==> src/sv/buffered_serial_fifo_pair_unit_defines.svh <==
// Assertion macros for the buffered serial FIFO pair unit.
// Used by the top level; expects clk and rst_n in scope.
`ifndef BUFFERED_SERIAL_FIFO_PAIR_UNIT_DEFINES_SVH
`define BUFFERED_SERIAL_FIFO_PAIR_UNIT_DEFINES_SVH

// Same-cycle implication, off during reset
`define BSFP_ASSERT_IMPLY(label, ante, cons) \
  label: assert property (@(posedge clk) disable iff (!rst_n) (ante) |-> (cons)) \
    else $error("bsfp: same-cycle check failed");

// Next-cycle implication, off during reset
`define BSFP_ASSERT_NEXT(label, ante, cons) \
  label: assert property (@(posedge clk) disable iff (!rst_n) (ante) |=> (cons)) \
    else $error("bsfp: next-cycle check failed");

`endif

==> src/sv/bsfp_pkg.sv <==
// Package for the buffered serial FIFO pair unit: sizes, codes, item structs.
// No dependencies; imported by every module of the block.
package bsfp_pkg;

  // Ring depth and derived widths
  localparam int DEPTH  = 128;
  localparam int PTR_W  = (DEPTH > 1) ? $clog2(DEPTH) : 1;
  localparam int CNT_W  = $clog2(DEPTH + 1);

  // Command queue between front and back (power of two depth)
  localparam int QDEPTH = 2;
  localparam int QPTR_W = (QDEPTH > 1) ? $clog2(QDEPTH) : 1;
  localparam int QCNT_W = $clog2(QDEPTH + 1);

  // Event codes on the input item
  typedef enum logic [1:0] {
    FUNC_RX_BYTE    = 2'd0,
    FUNC_TX_READY   = 2'd1,
    FUNC_HOST_WRITE = 2'd2,
    FUNC_HOST_READ  = 2'd3
  } func_t;

  // Result status codes
  typedef enum logic [1:0] {
    ST_OK         = 2'd0,
    ST_RX_OVERRUN = 2'd1,
    ST_TX_FULL    = 2'd2,
    ST_RX_EMPTY   = 2'd3
  } status_t;

  // Classified operation handed from front to back
  typedef enum logic [2:0] {
    OP_RX_PUSH   = 3'd0,
    OP_TX_POP    = 3'd1,
    OP_TX_DIRECT = 3'd2,
    OP_TX_PUSH   = 3'd3,
    OP_RX_POP    = 3'd4
  } op_t;

  typedef enum logic {
    BK_IDLE = 1'b0,
    BK_RESP = 1'b1
  } back_state_t;

  typedef struct packed {
    logic [1:0] func;
    logic [7:0] data_byte;
    logic       port_ready;
  } in_item_t;

  typedef struct packed {
    logic       send_valid;
    logic [7:0] send_byte;
    logic       read_valid;
    logic [7:0] read_byte;
    logic [1:0] status;
    logic [7:0] rx_fill;
    logic [7:0] tx_fill;
    logic       rts_out;
    logic       tx_irq_enable;
  } out_item_t;

  // Queue entry
  typedef struct packed {
    op_t        op;
    logic [7:0] data;
  } cmd_t;

  // Ring control from back to a ring
  typedef struct packed {
    logic       push;
    logic       pop;
    logic [7:0] wr_data;
  } ring_ctl_t;

  // Ring status back to the back end
  typedef struct packed {
    logic [CNT_W-1:0] count;
    logic             full;
    logic             empty;
  } ring_sts_t;

  // Ring pointer advance with wrap at DEPTH
  function automatic logic [PTR_W-1:0] next_ptr(input logic [PTR_W-1:0] p);
    logic [PTR_W:0] inc;
    inc = {1'b0, p} + {{PTR_W{1'b0}}, 1'b1};
    if (p == PTR_W'(DEPTH - 1)) return '0;
    return inc[PTR_W-1:0];
  endfunction

  // Low eight bits of a fill count
  function automatic logic [7:0] fill8(input logic [CNT_W-1:0] c);
    logic [CNT_W+7:0] w;
    w = {8'b0, c};
    return w[7:0];
  endfunction

endpackage

==> src/sv/bsfp_front.sv <==
// Front end: accepts items, classifies each event, queues the command.
// Depends on bsfp_pkg.
module bsfp_front import bsfp_pkg::*; (
  input  logic     clk,
  input  logic     rst_n,
  input  logic     start,
  output logic     busy,
  input  in_item_t in_item,
  output logic     q_valid,
  output cmd_t     q_head,
  input  logic     q_pop
);

  cmd_t              q_r [QDEPTH];
  logic [QPTR_W-1:0] wr_ptr_r, wr_ptr_nxt;
  logic [QPTR_W-1:0] rd_ptr_r, rd_ptr_nxt;
  logic [QCNT_W-1:0] cnt_r, cnt_nxt;
  logic              accept;
  cmd_t              cmd;

  assign busy    = (cnt_r == QCNT_W'(QDEPTH));
  assign accept  = start && !busy;
  assign q_valid = (cnt_r != '0);
  assign q_head  = q_r[rd_ptr_r];

  // Classify: host write splits on port_ready
  always_comb begin
    cmd.data = in_item.data_byte;
    case (func_t'(in_item.func))
      FUNC_RX_BYTE:    cmd.op = OP_RX_PUSH;
      FUNC_TX_READY:   cmd.op = OP_TX_POP;
      FUNC_HOST_WRITE: cmd.op = in_item.port_ready ? OP_TX_DIRECT : OP_TX_PUSH;
      FUNC_HOST_READ:  cmd.op = OP_RX_POP;
      default:         cmd.op = OP_RX_POP;
    endcase
  end

  // Queue pointers (depth is a power of two, so plain increment wraps)
  always_comb begin
    wr_ptr_nxt = accept ? QPTR_W'(wr_ptr_r + 1'b1) : wr_ptr_r;
    rd_ptr_nxt = q_pop  ? QPTR_W'(rd_ptr_r + 1'b1) : rd_ptr_r;
    cnt_nxt    = cnt_r;
    if (accept && !q_pop)      cnt_nxt = QCNT_W'(cnt_r + 1'b1);
    else if (!accept && q_pop) cnt_nxt = QCNT_W'(cnt_r - 1'b1);
  end

  always_ff @(posedge clk) begin
    if (!rst_n) begin
      wr_ptr_r <= '0;
      rd_ptr_r <= '0;
      cnt_r    <= '0;
    end else begin
      wr_ptr_r <= wr_ptr_nxt;
      rd_ptr_r <= rd_ptr_nxt;
      cnt_r    <= cnt_nxt;
    end
  end

  // Queue storage
  always_ff @(posedge clk) begin
    if (accept) q_r[wr_ptr_r] <= cmd;
  end

endmodule

==> src/sv/bsfp_ring.sv <==
// One byte ring: memory, head/tail pointers and fill count.
// Depends on bsfp_pkg; read data is registered and appears in the cycle after pop.
module bsfp_ring import bsfp_pkg::*; (
  input  logic       clk,
  input  logic       rst_n,
  input  ring_ctl_t  ctl,
  output ring_sts_t  sts,
  output logic [7:0] rd_data
);

  logic [7:0]       mem [DEPTH];
  logic [7:0]       rd_data_r;
  logic [PTR_W-1:0] head_r, head_nxt;
  logic [PTR_W-1:0] tail_r, tail_nxt;
  logic [CNT_W-1:0] count_r, count_nxt;

  assign sts.count = count_r;
  assign sts.full  = (count_r == CNT_W'(DEPTH));
  assign sts.empty = (count_r == '0);
  assign rd_data   = rd_data_r;

  // Pointer and count update; back end never pushes and pops together
  always_comb begin
    head_nxt  = ctl.pop  ? next_ptr(head_r) : head_r;
    tail_nxt  = ctl.push ? next_ptr(tail_r) : tail_r;
    count_nxt = count_r;
    if (ctl.push)     count_nxt = CNT_W'(count_r + 1'b1);
    else if (ctl.pop) count_nxt = CNT_W'(count_r - 1'b1);
  end

  always_ff @(posedge clk) begin
    if (!rst_n) begin
      head_r  <= '0;
      tail_r  <= '0;
      count_r <= '0;
    end else begin
      head_r  <= head_nxt;
      tail_r  <= tail_nxt;
      count_r <= count_nxt;
    end
  end

  // Storage: one write port, one registered read port
  always_ff @(posedge clk) begin
    if (ctl.push) mem[tail_r] <= ctl.wr_data;
    if (ctl.pop)  rd_data_r   <= mem[head_r];
  end

endmodule

==> src/sv/bsfp_back.sv <==
// Back end: executes queued commands on the two rings, drives RTS, IRQ
// enable and the result strobe. Depends on bsfp_pkg and bsfp_ring.
module bsfp_back import bsfp_pkg::*; (
  input  logic      clk,
  input  logic      rst_n,
  input  logic      q_valid,
  input  cmd_t      q_head,
  output logic      q_pop,
  input  logic      cfg_valid,
  input  logic      cfg_data,
  output logic      out_valid,
  output out_item_t out_item
);

  back_state_t state_r, state_nxt;

  ring_ctl_t  rx_ctl, tx_ctl;
  ring_sts_t  rx_sts, tx_sts;
  logic [7:0] rx_rd, tx_rd;

  logic       fc_r;
  logic       rts_r, rts_nxt;
  logic       irq_r, irq_nxt;

  // Per-item response fields, latched at execute
  logic       send_v_r, send_v_nxt;
  logic       direct_r, direct_nxt;
  logic       read_v_r, read_v_nxt;
  status_t    status_r, status_nxt;
  logic [7:0] data_r;

  bsfp_ring u_rx (
    .clk     (clk),
    .rst_n   (rst_n),
    .ctl     (rx_ctl),
    .sts     (rx_sts),
    .rd_data (rx_rd)
  );

  bsfp_ring u_tx (
    .clk     (clk),
    .rst_n   (rst_n),
    .ctl     (tx_ctl),
    .sts     (tx_sts),
    .rd_data (tx_rd)
  );

  // Next state
  always_comb begin
    state_nxt = state_r;
    case (state_r)
      BK_IDLE: if (q_valid) state_nxt = BK_RESP;
      BK_RESP: state_nxt = BK_IDLE;
      default: state_nxt = BK_IDLE;
    endcase
  end

  // Execute: decide ring action and flags for the queue head
  always_comb begin
    q_pop          = (state_r == BK_IDLE) && q_valid;
    rx_ctl.push    = 1'b0;
    rx_ctl.pop     = 1'b0;
    rx_ctl.wr_data = q_head.data;
    tx_ctl.push    = 1'b0;
    tx_ctl.pop     = 1'b0;
    tx_ctl.wr_data = q_head.data;
    rts_nxt        = rts_r;
    irq_nxt        = irq_r;
    send_v_nxt     = 1'b0;
    direct_nxt     = 1'b0;
    read_v_nxt     = 1'b0;
    status_nxt     = ST_OK;
    if (q_pop) begin
      case (q_head.op)
        OP_RX_PUSH: begin
          if (rx_sts.full) status_nxt = ST_RX_OVERRUN;
          else rx_ctl.push = 1'b1;
          // RTS low once the ring is full after this byte
          if (fc_r) rts_nxt = !(rx_sts.full || rx_sts.count == CNT_W'(DEPTH - 1));
        end
        OP_TX_POP: begin
          if (!tx_sts.empty) begin
            tx_ctl.pop = 1'b1;
            send_v_nxt = 1'b1;
            irq_nxt    = 1'b1;
          end else begin
            irq_nxt    = 1'b0;
          end
          if (fc_r) rts_nxt = !rx_sts.full;
        end
        OP_TX_DIRECT: begin
          send_v_nxt = 1'b1;
          direct_nxt = 1'b1;
        end
        OP_TX_PUSH: begin
          if (tx_sts.full) begin
            status_nxt  = ST_TX_FULL;
          end else begin
            tx_ctl.push = 1'b1;
            irq_nxt     = 1'b1;
          end
        end
        OP_RX_POP: begin
          if (rx_sts.empty) begin
            status_nxt = ST_RX_EMPTY;
          end else begin
            rx_ctl.pop = 1'b1;
            read_v_nxt = 1'b1;
          end
        end
        default: status_nxt = ST_OK;
      endcase
    end
  end

  // Control registers
  always_ff @(posedge clk) begin
    if (!rst_n) begin
      state_r <= BK_IDLE;
      fc_r    <= 1'b0;
      rts_r   <= 1'b0;
      irq_r   <= 1'b0;
    end else begin
      state_r <= state_nxt;
      rts_r   <= rts_nxt;
      irq_r   <= irq_nxt;
      if (cfg_valid) fc_r <= cfg_data;
    end
  end

  // Response payload
  always_ff @(posedge clk) begin
    if (q_pop) begin
      send_v_r <= send_v_nxt;
      direct_r <= direct_nxt;
      read_v_r <= read_v_nxt;
      status_r <= status_nxt;
      data_r   <= q_head.data;
    end
  end

  // Result outputs; ring counts and read data have settled by now
  always_comb begin
    out_valid              = (state_r == BK_RESP);
    out_item.send_valid    = send_v_r;
    out_item.send_byte     = !send_v_r ? 8'd0 : (direct_r ? data_r : tx_rd);
    out_item.read_valid    = read_v_r;
    out_item.read_byte     = read_v_r ? rx_rd : 8'd0;
    out_item.status        = status_r;
    out_item.rx_fill       = fill8(rx_sts.count);
    out_item.tx_fill       = fill8(tx_sts.count);
    out_item.rts_out       = rts_r;
    out_item.tx_irq_enable = irq_r;
  end

endmodule

==> src/sv/buffered_serial_fifo_pair_unit.sv <==
// Top level of the buffered serial FIFO pair unit.
// Depends on bsfp_pkg, bsfp_front, bsfp_back and the defines header.
//
//   channel  | handshake            | payload
//   ---------+----------------------+-------------------------
//   input    | start / busy         | in_item  (in_item_t)
//   result   | out_valid strobe     | out_item (out_item_t)
//   config   | cfg_valid/cfg_ready  | cfg_data (flow control)
//
// In the back end each item is executed, then answered once the
// ring memory's registered read data is available; no new item is taken
// until the answer is out. A 2-entry command queue lets start be taken while
// the back end works; busy is high only when that queue is full.
// Reset is synchronous, active low, and needs no clearing pass.
// out_valid is high one cycle per item; the receiver cannot stall.
`include "buffered_serial_fifo_pair_unit_defines.svh"

module buffered_serial_fifo_pair_unit import bsfp_pkg::*; (
  input  logic      clk,
  input  logic      rst_n,
  input  logic      start,
  output logic      busy,
  input  in_item_t  in_item,
  output logic      out_valid,
  output out_item_t out_item,
  input  logic      cfg_valid,
  output logic      cfg_ready,
  input  logic      cfg_data
);

  logic q_valid;
  logic q_pop;
  cmd_t q_head;
  logic rsp_rx_empty;
  logic rsp_overrun;

  // Config register is always writable
  assign cfg_ready = 1'b1;

  bsfp_front u_front (
    .clk     (clk),
    .rst_n   (rst_n),
    .start   (start),
    .busy    (busy),
    .in_item (in_item),
    .q_valid (q_valid),
    .q_head  (q_head),
    .q_pop   (q_pop)
  );

  bsfp_back u_back (
    .clk       (clk),
    .rst_n     (rst_n),
    .q_valid   (q_valid),
    .q_head    (q_head),
    .q_pop     (q_pop),
    .cfg_valid (cfg_valid && cfg_ready),
    .cfg_data  (cfg_data),
    .out_valid (out_valid),
    .out_item  (out_item)
  );

  // Result kinds watched by the checks below
  assign rsp_rx_empty = out_valid && (out_item.status == ST_RX_EMPTY);
  assign rsp_overrun  = out_valid && (out_item.status == ST_RX_OVERRUN);

  // Result strobe is never high in back-to-back cycles
  `BSFP_ASSERT_NEXT(a_strobe_single, out_valid, !out_valid)
  // Empty read returns no byte and reports an empty receive ring
  `BSFP_ASSERT_IMPLY(a_rx_empty, rsp_rx_empty, !out_item.read_valid && out_item.rx_fill == 8'd0)
  // A receive overrun under flow control leaves RTS low
  `BSFP_ASSERT_IMPLY(a_overrun_rts, rsp_overrun && u_back.fc_r, !out_item.rts_out)

endmodule

==> config.mk <==
export PLATFORM = sky130hd
export DESIGN_NAME = buffered_serial_fifo_pair_unit
export DESIGN_NICKNAME = d
export VERILOG_FILES = /design/src/sv/bsfp_pkg.sv /design/src/sv/bsfp_front.sv /design/src/sv/bsfp_ring.sv /design/src/sv/bsfp_back.sv /design/src/sv/buffered_serial_fifo_pair_unit.sv
export VERILOG_INCLUDE_DIRS = /design/src /design/src/sv
export SDC_FILE = /design/constraint.sdc
export NUM_CORES = 2
export LEC_CHECK = 0
export ABC_AREA = 0
export BUFFER_PORTS_ARGS = -buffer_cell sky130_fd_sc_hd__buf_2
export CAP_MARGIN = 20
export CORE_ASPECT_RATIO = 1.25
export CORE_MARGIN = 8
export CORE_UTILIZATION = 30
export DETAILED_ROUTE_END_ITERATION = 7
export PLACE_DENSITY = 0.56
export SLEW_MARGIN = 20
export SYNTH_ARGS = -nofsm -noshare
export SYNTH_HDL_FRONTEND = slang
export SYNTH_SLANG_ARGS = --single-unit
==> constraint.sdc <==
create_clock -name clk -period 3.4 [get_ports clk]
set_clock_uncertainty 0.15 [all_clocks]
set_input_delay 0.51 -clock clk [delete_from_list [all_inputs] [get_ports clk]]
set_output_delay 0.51 -clock clk [all_outputs]
set_load 0.02 [all_outputs]
* Yosys cells after proc, flatten, opt, wreduce, memory -nomap -nowiden *
Memory sizes are Yosys's and may differ from the RTL's. A register that Yosys moved wholly into a read port is not among the register bits.
Cells that the tools add are included.
Widths: inputs -> output; s select.

cells by class
  $add $sub $neg = 12
  $mul = 0
  divide/modulo/power cells = 0
  $lt $le $gt $ge = 0
  equality and inequality tests = 18
  shifts and indexed selects = 0
  mux-type cells = 54
  bitwise logic cells = 1
  reductions and logical operators = 22

operator list
  kind                 count
  $mux 7               8
  $mux 8               7
  $add 7x1->7 const B  4
  $eq 7x7->1 const B   4
  $mux 1               27
  $add 8x1->8 const B  2
  $eq 8x8->1 const B   2
  $logic_not 8->1      2
  $sub 8x1->8 const B  2
  $mux 2               6
  $pmux 3 s4           1
  $reduce_bool 2->1    6
  $eq 8x7->1 const B   1
  $pmux 1 s2           4
  $eq 2x2->1 const B   3
  $eq 3x2->1 const B   2
  $pmux 2 s3           1
  $logic_not 1->1      5
  $logic_and 1x1->1    4
  $ne 2x1->1 const B   2
  $reduce_and 4->1     1
  $eq 3x1->1 const B   1
  $eq 3x3->1 const B   1
  $logic_not 3->1      1
  9 further kinds      10

storage, ports and cells
  flip-flop bits (word level) = 65
  bits in latches = 0
  memory bits (writable) = 2070
  memory bits (read-only) = 0
  output and inout port bits = 41
  word-level logic and storage cells = 128
  memories = 3

memories
  name             depth  bits a word  rd ports  clocked after memory_dff  wr ports  RTL line          text
  u_back.u_rx.mem  128    8            1         1                         1         bsfp_ring.sv:11   logic [7:0] mem [DEPTH];
  u_back.u_tx.mem  128    8            1         1                         1         bsfp_ring.sv:11
  u_front.q_r      2      11           1         1                         1         bsfp_front.sv:14  cmd_t q_r [QDEPTH];

* Logic depth before layout (Yosys ltp) *
  word-level depth = 7
  depth in mapped cells = 14
  mapped depth without buffers = 11

* Hierarchy *
From an unflattened synthesis, not the netlist that was laid out.

unflattened totals
  cell total of the unflattened synthesis = 4302
  area, all modules = 84821.4 um^2

modules (own cells, without submodules)
  module                          times used  cells each  area each (um^2)  sequential area each (um^2)
  bsfp_ring (u_back.u_tx)         1           2070        41428.5           31430.1
  bsfp_ring (u_back.u_rx)         1           2082        41393.4           31430.1
  bsfp_front                      1           64          1047.3            760.7
  bsfp_back                       1           84          940.9             470.5
  buffered_serial_fifo_pair_unit  1           2           11.3              0.0

* Worst setup path before layout *
No wires, ideal clock.

  path kind = register to register
  start = register u_back.u_tx.count_r[3]
  end = register u_back.u_tx.count_r[6]
  data arrival time = 3252 ps
  slack = -72 ps
  cell stages (with the launch flop) = 12
  path buffers = 1
  cells stage by stage = dfxtp_1 -> or4_1 -> or3_1 -> nand3_2 -> inv_2 -> buf_2 -> fa_1 -> o21ai_0 -> a21oi_1 -> or3b_2 -> a31o_2 -> a21oi_1

RTL lines
  element                   RTL line         text
  start: declaration        bsfp_ring.sv:15  logic [CNT_W-1:0] count_r, count_nxt;
  start signal: assignment  bsfp_ring.sv:39  count_r <= count_nxt;

==> flow_summary.html <==
<table>
<tr><th>Metric</th><th>Value</th></tr>
<tr><th colspan="2">Status</th></tr>
<tr><td>Run status</td><td>finished clean</td></tr>
<tr><th colspan="2">CTS</th></tr>
<tr><td>Later-pin clock latency in the skew report</td><td>860 ps</td></tr>
<tr><td>Longest Clk Path Bufs</td><td>3</td></tr>
<tr><td>Total number of H-tree levels</td><td>4</td></tr>
<tr><td>CTS tree</td><td>done</td></tr>
<tr><td>Number of buffers inserted during clock tree synthesis</td><td>215</td></tr>
<tr><td>Num Clock Sinks</td><td>2152</td></tr>
<tr><td>Clock Tree Root</td><td>sky130_fd_sc_hd__clkbuf_16</td></tr>
<tr><td>Clock slew seen by the registers of the worst setup and hold paths</td><td>60 ps</td></tr>
<tr><th colspan="2">Worst setup path</th></tr>
<tr><td>Startpoint type of the worst setup path</td><td>register</td></tr>
<tr><td>Top fanout value on the critical path</td><td>28</td></tr>
<tr><td>CP endpoint kind</td><td>register</td></tr>
<tr><td>Required time of the worst setup path</td><td>3850 ps</td></tr>
<tr><td>Worst Setup Path Type</td><td>register to register</td></tr>
<tr><td>Endpoint arrival time on the critical path</td><td>3770 ps</td></tr>
<tr><th colspan="2">Synth</th></tr>
<tr><td>Number of nets in the synthesized netlist</td><td>4362</td></tr>
<tr><td>Number of enable-type register cells in the synthesized netlist</td><td>2099</td></tr>
<tr><td>Predominant post-synthesis flop cell</td><td>sky130_fd_sc_hd__edfxtp_1</td></tr>
<tr><td>Synthesized instance count</td><td>4325</td></tr>
<tr><td>Dominant cell type by area after synthesis</td><td>sky130_fd_sc_hd__edfxtp_1</td></tr>
<tr><td>Post-Syn Area per Cell</td><td>19.5 um^2</td></tr>
<tr><td>Area of the mapped netlist</td><td>84400 um^2</td></tr>
<tr><td>Yosys warning count</td><td>0</td></tr>
<tr><td>Register area share after synthesis</td><td>0.759</td></tr>
<tr><td>Number of distinct library cells after synthesis</td><td>78</td></tr>
<tr><td>Number of synthesized register bits</td><td>2152</td></tr>
<tr><td>Share of the synthesized area in the top cell type</td><td>0.747</td></tr>
<tr><td>Dominant cells by area after synthesis</td><td>sky130_fd_sc_hd__edfxtp_1 75%, sky130_fd_sc_hd__mux4_2 10%, sky130_fd_sc_hd__mux2i_1 3.4%</td></tr>
<tr><td>Share of flip-flops with an asynchronous set or reset after synthesis</td><td>0</td></tr>
<tr><th colspan="2">Global routing</th></tr>
<tr><td>Vias in the first global route</td><td>44900</td></tr>
<tr><td>Global-route wire length before repair</td><td>325000 um</td></tr>
<tr><td>Initial antenna violation count</td><td>5</td></tr>
<tr><td>Congestion Overflow GR</td><td>0</td></tr>
<tr><td>Maximum number of pins on one net before global-route repair</td><td>159</td></tr>
<tr><td>Total track usage</td><td>0.145</td></tr>
<tr><th colspan="2">Route</th></tr>
<tr><td>Metal2 WL</td><td>114000 um</td></tr>
<tr><td>Met3 Routed Length</td><td>11200 um</td></tr>
<tr><td>Post-detailed-route DRC marker count</td><td>0</td></tr>
<tr><td>Met1 WL</td><td>91200 um</td></tr>
<tr><td>Drt first pass iters</td><td>6</td></tr>
<tr><td>Via density</td><td>4.99</td></tr>
<tr><td>Post-Route WL</td><td>224000 um</td></tr>
<tr><td>Top Layer Used</td><td>met4</td></tr>
<tr><td>Detail Route Antenna Nets</td><td>0</td></tr>
<tr><td>Wire per inst</td><td>25.7 um</td></tr>
<tr><td>Initial drt markers</td><td>3845</td></tr>
<tr><td>Detailed-route via count</td><td>43600</td></tr>
<tr><th colspan="2">Finish</th></tr>
<tr><td>Commonest non-fill, non-tap cell in the layout</td><td>sky130_fd_sc_hd__edfxtp_1</td></tr>
<tr><td>Final Net Count</td><td>4860</td></tr>
<tr><td>Commonest cells after routing, fill and taps aside</td><td>2099 x sky130_fd_sc_hd__edfxtp_1, 404 x sky130_fd_sc_hd__buf_4, 384 x sky130_fd_sc_hd__mux4_2, 344 x sky130_fd_sc_hd__nor2_1, 289 x sky130_fd_sc_hd__mux2i_1</td></tr>
<tr><td>Area growth, synth to finish</td><td>17.5%</td></tr>
<tr><td>Util after Layout</td><td>0.353</td></tr>
<tr><td>Number of standard cells in the final layout excluding fillers</td><td>8740</td></tr>
<tr><td>Layout Cell Area excl Fill</td><td>99200 um^2</td></tr>
<tr><td>Proportion of layout cells with a drive suffix above 1</td><td>0.252</td></tr>
<tr><th colspan="2">Hold path</th></tr>
<tr><td>Type of the most critical hold path</td><td>primary input to register</td></tr>
<tr><th colspan="2">Timing</th></tr>
<tr><td>Number of hold-slack violations in the final timing report</td><td>0</td></tr>
<tr><td>Number of endpoints failing setup at the final stage</td><td>0</td></tr>
<tr><td>Final clock period utilization by the worst path</td><td>0.977</td></tr>
<tr><td>Actual transition at the worst max-transition pin</td><td>1090 ps</td></tr>
<tr><td>Setup repair after global routing missed its margin</td><td>false</td></tr>
<tr><td>Highest Clock Rate</td><td>0.301 GHz</td></tr>
<tr><td>Slew headroom</td><td>0.275</td></tr>
<tr><td>Number of pins with negative max-slew slack in the final report</td><td>0</td></tr>
<tr><td>Final Critical Period</td><td>3320 ps</td></tr>
<tr><td>Final Worst Setup Slack</td><td>78.4 ps</td></tr>
<tr><th colspan="2">Die</th></tr>
<tr><td>Chip height</td><td>609 um</td></tr>
<tr><td>Row count</td><td>218</td></tr>
<tr><td>Number of I/O pins</td><td>57</td></tr>
<tr><td>Die Area</td><td>299000 um^2</td></tr>
<tr><td>Core Area</td><td>281000 um^2</td></tr>
<tr><td>Floorplan die width</td><td>491 um</td></tr>
<tr><td>Initial core utilization</td><td>0.301</td></tr>
<tr><th colspan="2">Placement</th></tr>
<tr><td>Dpl cell area</td><td>92100 um^2</td></tr>
<tr><td>Pre-CTS setup slack</td><td>-181 ps</td></tr>
<tr><td>Buffers on Ports</td><td>55</td></tr>
<tr><td>Final estimated routing congestion in global placement</td><td>0.834</td></tr>
<tr><td>Count of placed standard cells including taps</td><td>8326</td></tr>
<tr><td>DP Wirelength</td><td>143000 um</td></tr>
<tr><th colspan="2">Pwr</th></tr>
<tr><td>Leakage power</td><td>30.4 nW</td></tr>
<tr><td>Tot Pwr</td><td>61.9 mW</td></tr>
<tr><td>VDD IR max</td><td>0.000521 V</td></tr>
<tr><td>Power density normalized to cell area</td><td>623 nW/um^2</td></tr>
<tr><th colspan="2">Run</th></tr>
<tr><td>Max-cap violations</td><td>0</td></tr>
</table>
==> logic make-up (layout without fill, tap and decap cells) <==
| kind of cell | after synthesis | after routing | share of synthesized area |
|---|---|---|---|
| mux | 696 | 696 | 0.140 |
| other cells | 1 | 4 | 0.0000444 |
| fa+ha+maj | 21 | 21 | 0.00329 |
| xor+xnor | 34 | 34 | 0.00353 |
| compound gates | 473 | 473 | 0.0405 |
| buf+inv | 268 | 940 | 0.0174 |
| flops | 2152 | 2152 | 0.759 |
| simple gates | 680 | 680 | 0.0364 |
==> flip-flops by register name, indices dropped and copies added (netlist names), 7 cells and up, named ones only <==
register	cells
u_back.u_tx.tail_r	7
u_back.u_rx.rd_data	8
u_back.u_tx.head_r	7
u_back.u_rx.head_r	7
u_back.u_tx.mem	1024
u_back.u_rx.tail_r	7
u_back.u_rx.count_r	8
u_front.q_r	22
u_back.u_rx.mem	1024
u_back.data_r	8
u_back.u_tx.count_r	8
u_back.u_tx.rd_data	8
==> through the flow <==
step,setup TNS (ps),hold WS [ps]
after floorplan,0,304
after global placement,-743,331
after detailed placement,-285,337
after CTS,0,172
after global routing,0,213
final,0,238
==> worst paths after layout <==
path	startpoint	to	slack [ps]	cells after the start
worst min-delay path	in_item[7]	u_front.q_r[0][6]	240	2
worst min register to register	u_back.u_tx.count_r[2]	u_back.u_tx.count_r[2]	340	2
worst max-delay path	u_back.u_tx.head_r[2]	u_back.u_tx.rd_data[4]	80	7
worst max register to register	u_back.u_tx.head_r[2]	u_back.u_tx.rd_data[4]	80	7
==> what timing repair did <==
item,in CTS,in global routing
cloned,0,0
hold buffers,16,0
endpoints found under the hold margin,26,0
gates resized for setup,2,4
setup buffers,1,0
setup endpoints to repair,3,17
==> cell type report <==
cell class	instances	area [um^2]
antenna	3	7.51
clock buffer	272	5620
sequential	2152	64100
fill	26200	182000
timing repair buffer	524	4480
tap	3740	4680
inverter	25	93.8
clock inverter	119	1210
multi-input combinational	1905	19000
==> per-layer routing <==
layer  vias up  global-route usage
met5         -                   0
met4         0              0.0510
met3       354              0.0201
met2      1397               0.253
met1     23200               0.186
li1      18700                   -
==> power breakdown <==
part | leakage (nW) | internal [mW] | switching (mW) | total, mW
logic | 7.78 | 2.06 | 4.82 | 6.88
registers | 19.3 | 31.6 | 0.284 | 31.9
clock network | 3.31 | 13.0 | 10.1 | 23.1
==> Yosys cell counts, types with 13 or more instances <==
library cell	count
sky130_fd_sc_hd__dfxtp_1	53
sky130_fd_sc_hd__nor3_1	33
sky130_fd_sc_hd__a2111oi_0	27
sky130_fd_sc_hd__nor2_1	348
sky130_fd_sc_hd__xnor2_1	16
sky130_fd_sc_hd__o221ai_1	35
sky130_fd_sc_hd__clkbuf_1	80
sky130_fd_sc_hd__a22oi_1	55
sky130_fd_sc_hd__inv_1	19
sky130_fd_sc_hd__buf_1	13
sky130_fd_sc_hd__mux2i_1	289
sky130_fd_sc_hd__ha_1	19
sky130_fd_sc_hd__o22ai_1	48
sky130_fd_sc_hd__a31oi_1	15
sky130_fd_sc_hd__a211oi_1	41
sky130_fd_sc_hd__and2_1	16
sky130_fd_sc_hd__o21ai_0	32
sky130_fd_sc_hd__nor2b_1	35
sky130_fd_sc_hd__buf_6	24
sky130_fd_sc_hd__xor2_1	18
sky130_fd_sc_hd__nand2_1	130
sky130_fd_sc_hd__mux2_2	23
sky130_fd_sc_hd__a221oi_1	28
sky130_fd_sc_hd__a21oi_1	95
sky130_fd_sc_hd__buf_4	47
sky130_fd_sc_hd__o32a_1	13
sky130_fd_sc_hd__buf_2	77
sky130_fd_sc_hd__mux4_2	384
sky130_fd_sc_hd__nand3_1	34
sky130_fd_sc_hd__edfxtp_1	2099
sky130_fd_sc_hd__a22o_1	33
==> worst max-delay path: stages (launching register included) <==
cell and delay, ps:
sky130_fd_sc_hd__dfxtp_4 740, sky130_fd_sc_hd__buf_4 380, sky130_fd_sc_hd__nand2b_1 350, sky130_fd_sc_hd__o21ai_0 340, sky130_fd_sc_hd__a211oi_1 130, sky130_fd_sc_hd__a2111oi_2 680, sky130_fd_sc_hd__buf_4 220, sky130_fd_sc_hd__a32oi_1 50
No activity file was read; power rests on OpenSTA's default activity.
